===== config.mk =====
export PLATFORM = sky130hd
export DESIGN_NAME = fifo_page_replacement_unit
export DESIGN_NICKNAME = d
export VERILOG_FILES = /design/src/design/fpru_pkg.sv /design/src/design/fpru_ctrl.sv /design/src/design/fpru_datapath.sv /design/src/design/fifo_page_replacement_unit.sv
export SDC_FILE = /design/constraint.sdc
export NUM_CORES = 1
export LEC_CHECK = 0
export ABC_AREA = 1
export BUFFER_PORTS_ARGS = -buffer_cell sky130_fd_sc_hd__buf_4
export CAP_MARGIN = 10
export CORE_MARGIN = 4
export CORE_UTILIZATION = 60
export DETAILED_ROUTE_END_ITERATION = 8
export PLACE_DENSITY = 0.76
export SLEW_MARGIN = 30
export SYNTH_ARGS = -nofsm -noshare
export SYNTH_HDL_FRONTEND = slang
export SYNTH_HIERARCHICAL = 1
export SYNTH_SLANG_ARGS = --single-unit

===== constraint.sdc =====
create_clock -name clock -period 4.3 [get_ports clock]
set_clock_uncertainty 0.15 [all_clocks]
set_input_delay 0.43 -clock clock [delete_from_list [all_inputs] [get_ports clock]]
set_output_delay 0.43 -clock clock [all_outputs]
set_load 0.05 [all_outputs]

===== src/design/fpru_pkg.sv =====
// ----------------------------------------------------------------------------
// fpru_pkg
// Shared widths, defaults and controller-to-datapath command word for the
// FIFO page replacement unit.
// ----------------------------------------------------------------------------
package fpru_pkg;

   localparam int DEF_MAX_FRAMES = 8;
   localparam int DEF_PAGE_BITS  = 16;

   localparam int PAGE_W  = 16;   // page number port width
   localparam int SLOT_W  = 3;    // reported slot index width
   localparam int TOTAL_W = 32;   // hit/fault total width
   localparam int FC_W    = 4;    // frame_count register width

   localparam logic [FC_W-1:0] FC_RESET = 4'd8;

   // command word from controller to datapath
   typedef struct packed {
      logic latch;    // capture request word
      logic lookup;   // parallel compare, register match result
      logic commit;   // update frames and counters, present result
   } dp_cmd_type;

endpackage


===== src/design/fpru_ctrl.sv =====
// ----------------------------------------------------------------------------
// fpru_ctrl
// Sequencer: idle -> lookup -> commit, one request word at a time.
// ----------------------------------------------------------------------------
module fpru_ctrl (
   input  logic                clock,
   input  logic                reset,
   input  logic                start,
   output logic                busy,
   output fpru_pkg::dp_cmd_type cmd
);
   import fpru_pkg::*;

   localparam logic [1:0] ST_IDLE   = 2'd0;
   localparam logic [1:0] ST_LOOKUP = 2'd1;
   localparam logic [1:0] ST_COMMIT = 2'd2;

   logic [1:0] state_ff;
   logic [1:0] state_in;

   always_comb begin
      state_in = state_ff;
      unique case (state_ff)
         ST_IDLE: begin
            if (start) state_in = ST_LOOKUP;
         end
         ST_LOOKUP: begin
            state_in = ST_COMMIT;
         end
         ST_COMMIT: begin
            state_in = ST_IDLE;
         end
         default: begin
            state_in = ST_IDLE;
         end
      endcase
   end

   always_ff @(posedge clock) begin
      if (reset) begin
         state_ff <= ST_IDLE;
      end else begin
         state_ff <= state_in;
      end
   end

   assign busy       = (state_ff != ST_IDLE);
   assign cmd.latch  = start && (state_ff == ST_IDLE);
   assign cmd.lookup = (state_ff == ST_LOOKUP);
   assign cmd.commit = (state_ff == ST_COMMIT);

endmodule


===== src/design/fpru_datapath.sv =====
// ----------------------------------------------------------------------------
// fpru_datapath
// Frame table, parallel compare, ring pointer, saturating totals and the
// result register.
// ----------------------------------------------------------------------------
module fpru_datapath #(
   parameter int MAX_FRAMES = fpru_pkg::DEF_MAX_FRAMES,
   parameter int PAGE_BITS  = fpru_pkg::DEF_PAGE_BITS
) (
   input  logic                           clock,
   input  logic                           reset,
   input  fpru_pkg::dp_cmd_type           cmd,
   input  logic                           csr_we,
   input  logic [fpru_pkg::FC_W-1:0]      csr_frame_count,
   input  logic [fpru_pkg::PAGE_W-1:0]    req_page_number,
   output logic                           rsp_valid,
   output logic                           rsp_hit,
   output logic                           rsp_evicted_valid,
   output logic [fpru_pkg::PAGE_W-1:0]    rsp_evicted_page,
   output logic [fpru_pkg::SLOT_W-1:0]    rsp_slot_index,
   output logic [fpru_pkg::TOTAL_W-1:0]   rsp_hit_total,
   output logic [fpru_pkg::TOTAL_W-1:0]   rsp_fault_total
);
   import fpru_pkg::*;

   localparam int PW = (PAGE_BITS < PAGE_W) ? PAGE_BITS : PAGE_W;
   localparam int IW = (MAX_FRAMES > 1) ? $clog2(MAX_FRAMES) : 1;
   localparam int NW = $clog2(MAX_FRAMES + 1);
   localparam logic [TOTAL_W-1:0] TOTAL_MAX = '1;

   // configuration
   logic [FC_W-1:0] frame_count_ff;

   // frame table
   logic [PW-1:0]         frame_page_ff [MAX_FRAMES];
   logic [MAX_FRAMES-1:0] frame_valid_ff;
   logic [IW-1:0]         ring_ff;
   logic [TOTAL_W-1:0]    hits_ff;
   logic [TOTAL_W-1:0]    faults_ff;

   // request and lookup registers
   logic [PW-1:0] page_ff;
   logic          found_ff;
   logic [IW-1:0] slot_ff;
   logic          ev_valid_ff;
   logic [PW-1:0] ev_page_ff;

   // result registers
   logic                rsp_valid_ff;
   logic                rsp_hit_ff;
   logic                rsp_ev_valid_ff;
   logic [PAGE_W-1:0]   rsp_ev_page_ff;
   logic [SLOT_W-1:0]   rsp_slot_ff;

   logic [NW-1:0]         n_in_use;
   logic [7:0]            fc_wide;
   logic [MAX_FRAMES-1:0] match;
   logic                  found_in;
   logic [IW-1:0]         hit_slot;
   logic [IW-1:0]         load_slot;
   logic [IW-1:0]         slot_in;
   logic [NW-1:0]         slot_next;
   logic [IW-1:0]         ring_in;
   logic [PAGE_W+PW-1:0]  ev_page_ext;
   logic [SLOT_W+IW-1:0]  slot_ext;

   // clamp frame_count into 1..MAX_FRAMES
   assign fc_wide = {4'd0, frame_count_ff};
   always_comb begin
      priority if (frame_count_ff == '0) begin
         n_in_use = NW'(1);
      end else if (fc_wide > 8'(MAX_FRAMES)) begin
         n_in_use = NW'(MAX_FRAMES);
      end else begin
         n_in_use = NW'(frame_count_ff);
      end
   end

   // parallel compare over the slots in use; lowest index wins
   always_comb begin
      for (int i = 0; i < MAX_FRAMES; i++) begin
         match[i] = frame_valid_ff[i] && (frame_page_ff[i] == page_ff)
                    && (NW'(i) < n_in_use);
      end
      hit_slot = '0;
      for (int i = MAX_FRAMES - 1; i >= 0; i--) begin
         if (match[i]) hit_slot = IW'(i);
      end
   end

   assign found_in  = |match;
   assign load_slot = (NW'(ring_ff) < n_in_use) ? ring_ff : '0;
   assign slot_in   = found_in ? hit_slot : load_slot;

   assign slot_next = NW'(slot_ff) + NW'(1);
   assign ring_in   = (slot_next >= n_in_use) ? '0 : IW'(slot_next);

   assign ev_page_ext = {{PAGE_W{1'b0}}, ev_page_ff};
   assign slot_ext    = {{SLOT_W{1'b0}}, slot_ff};

   always_ff @(posedge clock) begin
      if (reset) begin
         frame_count_ff <= FC_RESET;
         frame_valid_ff <= '0;
         ring_ff        <= '0;
         hits_ff        <= '0;
         faults_ff      <= '0;
         rsp_valid_ff   <= 1'b0;
      end else begin
         if (csr_we) frame_count_ff <= csr_frame_count;
         rsp_valid_ff <= cmd.commit;
         if (cmd.commit) begin
            if (found_ff) begin
               if (hits_ff != TOTAL_MAX) hits_ff <= hits_ff + 1'b1;
            end else begin
               if (faults_ff != TOTAL_MAX) faults_ff <= faults_ff + 1'b1;
               frame_valid_ff[slot_ff] <= 1'b1;
               ring_ff                 <= ring_in;
            end
         end
      end
   end

   // payload, no reset
   always_ff @(posedge clock) begin
      if (cmd.latch) page_ff <= req_page_number[PW-1:0];
      if (cmd.lookup) begin
         found_ff    <= found_in;
         slot_ff     <= slot_in;
         ev_valid_ff <= !found_in && frame_valid_ff[load_slot];
         ev_page_ff  <= frame_page_ff[load_slot];
      end
      if (cmd.commit) begin
         if (!found_ff) frame_page_ff[slot_ff] <= page_ff;
         rsp_hit_ff      <= found_ff;
         rsp_ev_valid_ff <= ev_valid_ff;
         rsp_ev_page_ff  <= ev_valid_ff ? ev_page_ext[PAGE_W-1:0] : '0;
         rsp_slot_ff     <= slot_ext[SLOT_W-1:0];
      end
   end

   assign rsp_valid         = rsp_valid_ff;
   assign rsp_hit           = rsp_hit_ff;
   assign rsp_evicted_valid = rsp_ev_valid_ff;
   assign rsp_evicted_page  = rsp_ev_page_ff;
   assign rsp_slot_index    = rsp_slot_ff;
   assign rsp_hit_total     = hits_ff;
   assign rsp_fault_total   = faults_ff;

   a_hit_no_evict: assert property (@(posedge clock) disable iff (reset)
      rsp_valid && rsp_hit |-> !rsp_evicted_valid)
      else $error("eviction reported on a hit");

   a_evict_page_zero: assert property (@(posedge clock) disable iff (reset)
      rsp_valid && !rsp_evicted_valid |-> (rsp_evicted_page == '0))
      else $error("evicted page nonzero without eviction");

   a_commit_strobe: assert property (@(posedge clock) disable iff (reset)
      cmd.commit |=> rsp_valid)
      else $error("commit did not produce a result strobe");

   a_single_strobe: assert property (@(posedge clock) disable iff (reset)
      rsp_valid |=> !rsp_valid)
      else $error("result strobe longer than one cycle");

   a_fault_counts: assert property (@(posedge clock) disable iff (reset)
      cmd.commit && !found_ff && (faults_ff != TOTAL_MAX)
      |=> (faults_ff == $past(faults_ff) + 1'b1))
      else $error("fault total did not advance on a fault");

endmodule


===== src/design/fifo_page_replacement_unit.sv =====
// Sequence: a word is latched when accepted, compared in the lookup state and committed in the commit state.
// A new word is taken only in idle, once the previous word has committed its frame table update.
// busy is high in the lookup and commit states after acceptance; the strobe is not held off.
// Reset (synchronous, active high): all frames invalid, ring pointer and totals zero,
// frame_count back to 8; a new reference string begins.
// ----------------------------------------------------------------------------
// fifo_page_replacement_unit
// FIFO page replacement: each page reference is compared against the frames
// in use; faults load the slot at the ring pointer and report the evicted page.
// ----------------------------------------------------------------------------
module fifo_page_replacement_unit #(
   parameter int MAX_FRAMES = fpru_pkg::DEF_MAX_FRAMES,
   parameter int PAGE_BITS  = fpru_pkg::DEF_PAGE_BITS
) (
   input  logic                          clock,
   input  logic                          reset,
   // request word
   input  logic                          start,
   output logic                          busy,
   input  logic [fpru_pkg::PAGE_W-1:0]   req_page_number,
   // result word, one-cycle strobe
   output logic                          rsp_valid,
   output logic                          rsp_hit,
   output logic                          rsp_evicted_valid,
   output logic [fpru_pkg::PAGE_W-1:0]   rsp_evicted_page,
   output logic [fpru_pkg::SLOT_W-1:0]   rsp_slot_index,
   output logic [fpru_pkg::TOTAL_W-1:0]  rsp_hit_total,
   output logic [fpru_pkg::TOTAL_W-1:0]  rsp_fault_total,
   // frame_count register write
   input  logic                          csr_valid,
   output logic                          csr_ready,
   input  logic [fpru_pkg::FC_W-1:0]     csr_frame_count
);
   import fpru_pkg::*;

   dp_cmd_type cmd;

   // register writes are always accepted; config must only be written while idle, which the block does not enforce
   assign csr_ready = 1'b1;

   // sequencer: idle -> lookup -> commit
   fpru_ctrl u_ctrl (
      .clock (clock),
      .reset (reset),
      .start (start),
      .busy  (busy),
      .cmd   (cmd)
   );

   // frame table, compare, counters, result register
   fpru_datapath #(
      .MAX_FRAMES (MAX_FRAMES),
      .PAGE_BITS  (PAGE_BITS)
   ) u_datapath (
      .clock             (clock),
      .reset             (reset),
      .cmd               (cmd),
      .csr_we            (csr_valid && csr_ready),
      .csr_frame_count   (csr_frame_count),
      .req_page_number   (req_page_number),
      .rsp_valid         (rsp_valid),
      .rsp_hit           (rsp_hit),
      .rsp_evicted_valid (rsp_evicted_valid),
      .rsp_evicted_page  (rsp_evicted_page),
      .rsp_slot_index    (rsp_slot_index),
      .rsp_hit_total     (rsp_hit_total),
      .rsp_fault_total   (rsp_fault_total)
   );

endmodule

Word-level counts from Yosys, hierarchy flattened:

Memories as Yosys holds them, arrays and structs flattened. A register that Yosys moved wholly into a read port is not among the register bits.
Cells that the tools add are included.

* bits in registers: 124
* RAM bits: 128
* input bits: 24
* output and inout port bits: 88
* memories: 1

Memories
* u_datapath.frame_page_ff: words 8, bits a word 16, read ports 9, clocked after Yosys merged registers in 1, wr ports 1, line fpru_datapath.sv:35 `logic [PW-1:0] frame_page_ff [MAX_FRAMES];`

* add/subtract/negate cells: 3
* $lt $le $gt $ge: 14
* equality and inequality tests: 13
* multiplexer cells: 22
* bitwise logic cells: 2
* reduce and logical (&&, ||, !) cells: 27

Operator list (count)
* $eq A16 B16 Y1: 8
* $add A32 B1 Y32 const B: 2
* $ne A32 B32 Y1 const B: 2
* $mux W3: 11
* $logic_and A1 B1 Y1: 19
* $lt A3 B4 Y1 const A: 4
* $lt A1 B4 Y1 const A: 2
* $lt A2 B4 Y1 const A: 2
* $lt A3 B4 Y1 const B: 2
* $mux W4: 2
* $or A8 B8 Y8: 1
* $reduce_or A8 Y1: 1
* $reduce_and A3 Y1: 2
* $mux W1: 5
* $add A3 B1 Y4 const B: 1
* $ge A4 B4 Y1: 1
* $gt A4 B4 Y1 const B: 1
* $logic_not A4 Y1: 1
* $lt A3 B4 Y1: 1
* $pmux W2 S2: 1
* $bmux W1 S3: 1
* $demux W1 S3: 1
* $ge A3 B1 Y1 const B: 1
* $eq A2 B1 Y1 const B: 1
* other kinds (8): 8

Longest topological paths before layout:

Gate-level depths: netlist of the first run.

* depth in word-level cells: 14
* gate-level depth with buffers: 17
* mapped depth without buffers: 16

Modules after synthesis:

The synthesis of the first run kept the hierarchy.

Modules (own cells, without submodules)
* fpru_datapath: instances 1, cells an instance 1777, area an instance 14422.6 um2, seq. area each 7186.9 um2
* fpru_ctrl: instances 1, cells an instance 13, area an instance 93.8 um2, seq. area each 40.0 um2
* fifo_page_replacement_unit: instances 1, cells an instance 2, area an instance 11.3 um2, seq. area each 0.0 um2

Worst setup path after synthesis of the first run:

OpenSTA, ideal clock, no wires.

* kind: register to register
* from: register u_ctrl.state_ff[1]
* to: memory u_datapath/frame_page_ff[2][0] in the netlist's numbering (enable)
* setup time: 0.390 ns
* data arrival time: 2.809 ns
* required time: 3.760 ns
* slack: 0.951 ns
* cell stages (with the launch flop): 9
* path buffers: 0
* period minus slack after synthesis: 3.349 ns
* path through: dfxtp_1 inv_1 nor2_1 inv_1 nor2_1 inv_1 nor2_1 inv_1 nor2_1

RTL lines
* from (decl): line fpru_ctrl.sv:18 `logic [1:0] state_ff;`
* from (signal assigned): line fpru_ctrl.sv:43 `state_ff <= state_in;`
* to (decl): line fpru_datapath.sv:35

Worst setup path after layout of the first run:

* from: register u_datapath.frame_count_ff[1]
* to: register u_datapath.ev_page_ff[15], read port of u_datapath.frame_page_ff, data pin

* word-level cells in the longest chain between the ends: 5
* elaborated cells on any way between the ends: 6

Ends and longest elaborated chain
* from (decl): line fpru_datapath.sv:32 `logic [FC_W-1:0] frame_count_ff;`
* from (signal assigned): line fpru_datapath.sv:110 `if (csr_we) frame_count_ff <= csr_frame_count;`
* $gt A4 B4 Y1: line fpru_datapath.sv:72 `end else if (fc_wide > 8'(MAX_FRAMES)) begin`
* $mux W4: line fpru_datapath.sv:72
* $mux W4 *: line fpru_datapath.sv:70 `priority if (frame_count_ff == '0) begin`
* $lt A3 B4 Y1 *: line fpru_datapath.sv:92 `assign load_slot = (NW'(ring_ff) < n_in_use) ? ring_ff : '0;`
* $mux W3 *: line fpru_datapath.sv:92
* to (decl): line fpru_datapath.sv:46 `logic [PW-1:0] ev_page_ff;`

Every way passes the cells marked *; elsewhere a longest branch is shown, timed or not.
A chain may end at the register's enable or synchronous reset.

==> results of run 1 <==
tightest hold or removal path: stages:
cell and delay, ns:
buf_4 0.08, o21ai_0 0.08, a21oi_1 0.13
cell families (layout without fill, tap and decap cells):
logic type,count (synthesis),in the layout,share of synthesized area [%]
AOI/OAI and AO/OA,207,207,9.293
xor gates and xnor gates,70,70,4.220
adders and majority gates,9,9,0.7751
buffers and inverters,274,425,8.001
DFF,268,268,49.75
other,1,1,0.02581
and+or+nand+nor,963,963,27.94
path summary, 6_finish.rpt:
check | startpoint | endpoint | slack [ns] | cells past startpoint
min | csr_frame_count[0] | u_datapath/frame_count_ff[0] | 0.07 | 3
max reg2reg | u_datapath/frame_count_ff[1] | u_datapath/ev_page_ff[15] | 0.95 | 15
min reg2reg | u_datapath/rsp_hit_total[8] | u_datapath/rsp_hit_total[8] | 0.34 | 1
max | u_datapath/frame_count_ff[1] | u_datapath/ev_page_ff[15] | 0.95 | 15
flip-flops by register name, summed over array words and instances, names as in the netlist, 2 cells and up:
name and count:
u_ctrl/state_ff 2, u_datapath/ev_page_ff 16, u_datapath/frame_count_ff 4, u_datapath/frame_page_ff 128
u_datapath/frame_valid_ff 8, u_datapath/page_ff 16, u_datapath/ring_ff 3, u_datapath/rsp_evicted_page 16
u_datapath/rsp_fault_total 32, u_datapath/rsp_hit_total 32, u_datapath/rsp_slot_index 3, u_datapath/slot_ff 3
cell type report:
type	count	share of cell area (%)
multi-input combinational	1250	36.71
clock buffer	42	5.061
sequential	268	43.18
inverter	216	4.859
tap	319	2.385
clock inverter	11	0.5084
timing repair buffer	156	7.297
where the power goes:
| group | internal [W] | switching [W] |
|---|---|---|
| Sequential | 0.00280 | 0.0000461 |
| Combinational | 0.000129 | 0.000293 |
| Clock | 0.00142 | 0.000999 |
per-stage QoR:
stage | worst slack [ns] | cells | utilization (%)
2_1_floorplan | 0.9514 | 1792 | -
3_3_place_gp | 1.173 | 2189 | 66.08
3_5_place_dp | 1.036 | 2189 | 66.08
4_1_cts | 1.018 | 2262 | 70.88
5_1_grt | 0.6563 | 2262 | 70.88
6_report | 0.9519 | 2262 | 70.88
per-layer routing:
metal | track usage [%] | vias to the layer above | routed length [um]
met4 | 9.607 | 0 | 1495
met1 | 46.24 | 5997 | 17940
li1 | - | 6163 | -
met3 | 4.340 | 117 | 4677
met5 | 0 | - | 0
met2 | 49.44 | 826 | 19160
Yosys cell counts (all sizes together):
cell,instances
a2111oi,1
a211oi,2
a21boi,4
a21oi,58
a221oi,1
and2,1
and3,2
buf,45
clkbuf,13
conb,1
dfxtp,82
edfxtp,186
ha,9
inv,216
nand2,551
nand3,60
nand3b,3
nand4,53
nor2,204
nor3,56
nor3b,8
nor4,14
o2111ai,3
o211ai,46
o21a,1
o21ai,88
o21bai,1
o221ai,1
o22ai,1
or2,11
xnor2,39
xor2,31
timing repair:
item | 4_1_cts | 5_1_grt
hold buffers | 20 | 0
setup buffers | 0 | 0
hold endpoints to repair | 19 | 0
==> flow_metrics.py, run 1 <==
metrics = {
    "placed_design": {
        "dpl-instance-area_um2": 15600,
        "buffer_ports.inserted": 110,
        "gp_congestion": 0.9985,
        "placed_wire_length_estimate_after_detailed_placement_um": 31500,
    },
    "grt": {
        "vias_in_the_first_global_route": 11900,
        "grt_pass1_wl_um": 66140,
        "maximum_number_of_pins_on_one_net_before_global_route_repair": 54,
        "antenna_found_initial": 0,
        "grtUsageTotal_pct": 31.65,
        "grt-ovfl-total": 0,
    },
    "detailed_routing": {
        "detailedRoute.firstIterationViolations": 1761,
        "wl_per_cell_um": 19.13,
        "number_of_nets_still_failing_antenna_checks_after_routing": 0,
        "route.detailed.vias_per_inst": 5.793,
        "number_of_iterations_in_the_first_detailed_routing_pass": 6,
        "drc": 0,
        "detail_route.wirelength_um": 43270,
        "route.vias.total": 13100,
    },
    "cells_and_area": {
        "layout.nets": 1954,
        "area.growth.synth_to_final_pct": 15.20,
        "final_layout_size_suffix_gt1_share_pct": 12.51,
        "ff_latch_area_um2": 7227,
        "diodes": 0,
        "fillCellCount": 1947,
        "multi_input_gate_area_in_the_final_layout_um2": 6143,
        "cell_area_after_layout_um2": 16740,
        "mostFrequentLayoutCell": "nand2_1",
        "commonest_non_fill_non_tap_cells_in_the_layout": "nand2_1, inv_1, nor2_1",
    },
    "yosys": {
        "syn_nets": 1825,
        "ys_seq_area_share_pct": 49.75,
        "number_of_distinct_library_cells_after_synthesis": 45,
        "post_synth_main_area_contributors": "edfxtp_1, nand2_1, dfxtp_1",
        "synth_cells": 1792,
        "yosys_register_bits": 268,
        "cell_type_contributing_the_most_total_cell_area_after_synthesis": "edfxtp_1",
        "netlist_area_um2": 14530,
        "synth_top_area_share_pct": 38.45,
        "synth_warnings": 6,
        "synth_area_per_cell_um2": 8.107,
    },
    "critical_path": {
        "endpoint_kind": "flip-flop",
        "worst_path_dominant_cell_family": "simple AND/OR/NAND/NOR gates",
        "path_cells": "inv_1, nand2_1, o21ai_0, nand2_1, ha_1, nand2_1, nand2_2, nand2_4, nand3_4, inv_2, nand2_1, o211ai_1, nand2_1, nand2_1, nand2_1",
        "crit_path_max_fanout": 40,
        "cp_data_arrival_time_ns": 3.49,
        "critical-path-max-stage-delay_ns": 0.73,
        "start_kind": "flip-flop",
        "critical_path.n_buffers_inverters": 2,
        "timing.setup.critical_path_class": "flip-flop to flip-flop",
        "cpMostUsedCell": "nand2_1",
        "critPathSlowestCell": "inv_2",
        "timing.critical_path.required_ns": 4.45,
    },
    "timing": {
        "grt_setup_unrepaired": "no",
        "timing.final.crit_period_ns": 3.348,
        "fmax_mhz": 298.7,
        "final.setup.tns_ns": 0,
        "hold_ws_ns": 0.07121,
        "setup-violations-final": 0,
        "slew_viol_final": 0,
        "slew-limit-headroom_pct": 36.05,
        "layout_worst_path_cycle_share_pct": 77.86,
        "worst_pin_slew_ns": 0.9534,
        "hold_viol": 0,
    },
    "clock_network": {
        "worst_skew_pair_later_pin_latency_ns": 0.54,
        "cts-resized-gates": 0,
        "cts_root_buffer": "clkbuf_16",
        "cts_tree": "yes",
        "clk_transition_reported_paths_ns": 0.06,
        "number_of_h_tree_levels": 1,
        "clock_sinks": 268,
        "cts_buffers": 29,
        "cts_max_path_buffers": 3,
    },
    "floorplanning": {
        "number_of_i_o_pins": 112,
        "number_of_standard_cell_rows_in_the_floorplan": 56,
        "initial_core_util_pct": 61.53,
        "die_w_um": 163.6,
        "floorplan.die_area_um2": 26770,
        "die_y_um": 163.6,
        "design.core.area_um2": 23610,
    },
    "power_and_ir_drop": {
        "ir_drop_uv": 463.5,
        "p_leak_nw": 6.910,
        "power_per_standard_cell_area_nw_per_um2": 339.9,
        "report.power.total_w": 0.005688,
    },
    "min_path": {
        "hold_path.class": "primary input to flip-flop",
    },
    "job": {
        "drv.max_cap_violation_count": 0,
    },
    "run_status": {
        "run_status": "complete, no violations",
    },
}
Note: power is estimated with default switching activity, not from simulation.
==> inputs of run 2 (changes only) <==
- clock period: 4.3 -> 3.4 ns (I/O delays scaled with it)
==> run 2 against run 1 <==
  * Sequential cell count unchanged
  * Register-to-register slack got worse by 0.54 ns
  * Sequential share of layout area decreased by 0.27 points
  * Count of clock-buffer cells in the layout decreased by 3
  * Utilization increased by 0.45 points
  * Critical path type unchanged
  * Critical endpoint is now u_datapath/ev_valid_ff
==> flow_metrics.py, run 2 (synthesis gave the netlist of run 1 again) <==
metrics = {
    "floorplanning": {
        "initial_core_util_pct": 61.53,
        "floorplan.die_area_um2": 26770,
        "die_y_um": 163.6,
        "number_of_i_o_pins": 112,
        "die_w_um": 163.6,
        "number_of_standard_cell_rows_in_the_floorplan": 56,
        "design.core.area_um2": 23610,
    },
    "clock_network": {
        "cts_max_path_buffers": 3,
        "cts-resized-gates": 0,
        "clk_transition_reported_paths_ns": 0.06,
        "worst_skew_pair_later_pin_latency_ns": 0.56,
        "number_of_h_tree_levels": 1,
        "postCtsSetupBuffers": 0,
        "clock_sinks": 268,
        "holdBufCountCts": 22,
        "cts_buffers": 29,
        "cts_root_buffer": "clkbuf_16",
        "cts_tree": "yes",
    },
    "placed_design": {
        "placed_wire_length_estimate_after_detailed_placement_um": 32370,
        "place_ws_ns": 0.5217,
        "place_inst": 2201,
        "gp_congestion": 1.029,
        "buffer_ports.inserted": 110,
        "dpl-instance-area_um2": 15710,
    },
    "cells_and_area": {
        "mostFrequentLayoutCell": "nand2_1",
        "fillCellCount": 1919,
        "max_flop_register": "u_datapath/frame_page_ff",
        "multi_input_gate_area_in_the_final_layout_um2": 6143,
        "diodes": 0,
        "layout.nets": 1968,
        "final_layout_size_suffix_gt1_share_pct": 13.07,
        "largest_register_ffs": 128,
        "cell_area_after_layout_um2": 16840,
        "commonest_non_fill_non_tap_cells_in_the_layout": "nand2_1, inv_1, nor2_1",
        "fin_cells": 2277,
        "ff_latch_area_um2": 7227,
        "area.growth.synth_to_final_pct": 15.92,
    },
    "critical_path": {
        "start_kind": "flip-flop",
        "cp_data_arrival_time_ns": 3.16,
        "timing.critical_path.required_ns": 3.57,
        "endpoint_kind": "flip-flop",
        "timing.setup.critical_path_class": "flip-flop to flip-flop",
        "crit_path_max_fanout": 53,
    },
    "power_and_ir_drop": {
        "power_per_standard_cell_area_nw_per_um2": 425.7,
        "ir_drop_uv": 501.5,
        "report.power.total_w": 0.007168,
        "p_leak_nw": 6.980,
    },
    "run_status": {
        "run_status": "complete, no violations",
    },
    "grt": {
        "grtUsageTotal_pct": 32.86,
        "maximum_number_of_pins_on_one_net_before_global_route_repair": 54,
        "antenna_found_initial": 0,
        "grt_pass1_wl_um": 68250,
        "grt-ovfl-total": 0,
        "vias_in_the_first_global_route": 12210,
    },
    "timing": {
        "worst_pin_slew_ns": 0.6739,
        "slew-limit-headroom_pct": 55.07,
        "hold_viol": 0,
        "setup-violations-final": 0,
        "fmax_mhz": 334.6,
        "grt_setup_unrepaired": "no",
        "postLayoutSetupSlackWorst_ns": 0.4114,
        "slew_viol_final": 0,
        "timing.final.crit_period_ns": 2.989,
        "layout_worst_path_cycle_share_pct": 87.90,
        "final.setup.tns_ns": 0,
    },
    "detailed_routing": {
        "route.vias.total": 13060,
        "detailedRoute.firstIterationViolations": 1427,
        "drc": 0,
        "wl_per_cell_um": 19.35,
        "detail_route.wirelength_um": 44070,
        "route.detailed.vias_per_inst": 5.736,
        "number_of_iterations_in_the_first_detailed_routing_pass": 6,
        "number_of_nets_still_failing_antenna_checks_after_routing": 0,
    },
    "job": {
        "drv.max_cap_violation_count": 0,
    },
    "min_path": {
        "hold_path.class": "primary input to flip-flop",
    },
}
-- run 2: cell types whose count changed in the layout (fill, tap and decap cells not counted), sizes merged --
cell	delta
clkbuf	-3
dlygate4sd3	+2
buf	+12
clkinvlp	-1
inv	+1
clkinv	+4
-- run 2: cell type report --
type / count / area share (%)
clock buffers: 39 / 4.822
clock inverters: 15 / 0.6092
inverters: 216 / 4.829
multi-input cells: 1250 / 36.48
flip-flops and latches: 268 / 42.91
well taps: 319 / 2.370
repair buffers: 170 / 7.979
-- run 2: metrics by stage --
stage                     utilization (%)  hold slack, ns
after floorplan                         -          0.2569
after global placement              66.52          0.3237
after detailed placement            66.52          0.3347
after CTS                           71.32         0.08813
after global routing                71.32          0.1166
final                               71.32          0.1146
-- run 2: layer usage --
| layer | track usage, % | up-vias | part of all wire (%) |
|---|---|---|---|
| met1 | 47.78 | 6085 | 42 |
| met5 | 0 | - | 0 |
| met4 | 8.692 | 0 | 2.7 |
| met3 | 5.678 | 80 | 11 |
| met2 | 51.30 | 712 | 44 |
| li1 | - | 6184 | - |
-- run 2: report_power, final --
| group | total, W | internal (W) | switching (W) |
|---|---|---|---|
| registers | 0.00359 | 0.00354 | 0.0000544 |
| logic | 0.000546 | 0.000174 | 0.000372 |
| clock network | 0.00303 | 0.00175 | 0.00128 |
-- run 2: final timing paths --
check	from	end	slack, ns	cells past startpoint
worst max-delay path	u_datapath/frame_count_ff[1]	u_datapath/ev_valid_ff	0.41	15
worst min register to register	u_datapath/rsp_hit_total[31]	u_datapath/rsp_hit_total[31]	0.35	2
worst min-delay path	reset	u_datapath/frame_valid_ff[0]	0.11	2
worst max register to register	u_datapath/frame_count_ff[1]	u_datapath/ev_valid_ff	0.41	15
-- run 2: worst max-delay path, cell delays in order, from the launching register on --
cell and delay, ns:
dfxtp_1 0.32, inv_1 0.07, nand2_1 0.08, o21ai_0 0.15, nand2_1 0.09, ha_1 0.27, nand2_1 0.08, nand2_2 0.06
nand2_4 0.10, nand3_4 0.30, inv_4 0.61, nand3_1 0.18, nand2_1 0.11, nand2_1 0.05, nand2_1 0.07, nor2_1 0.04
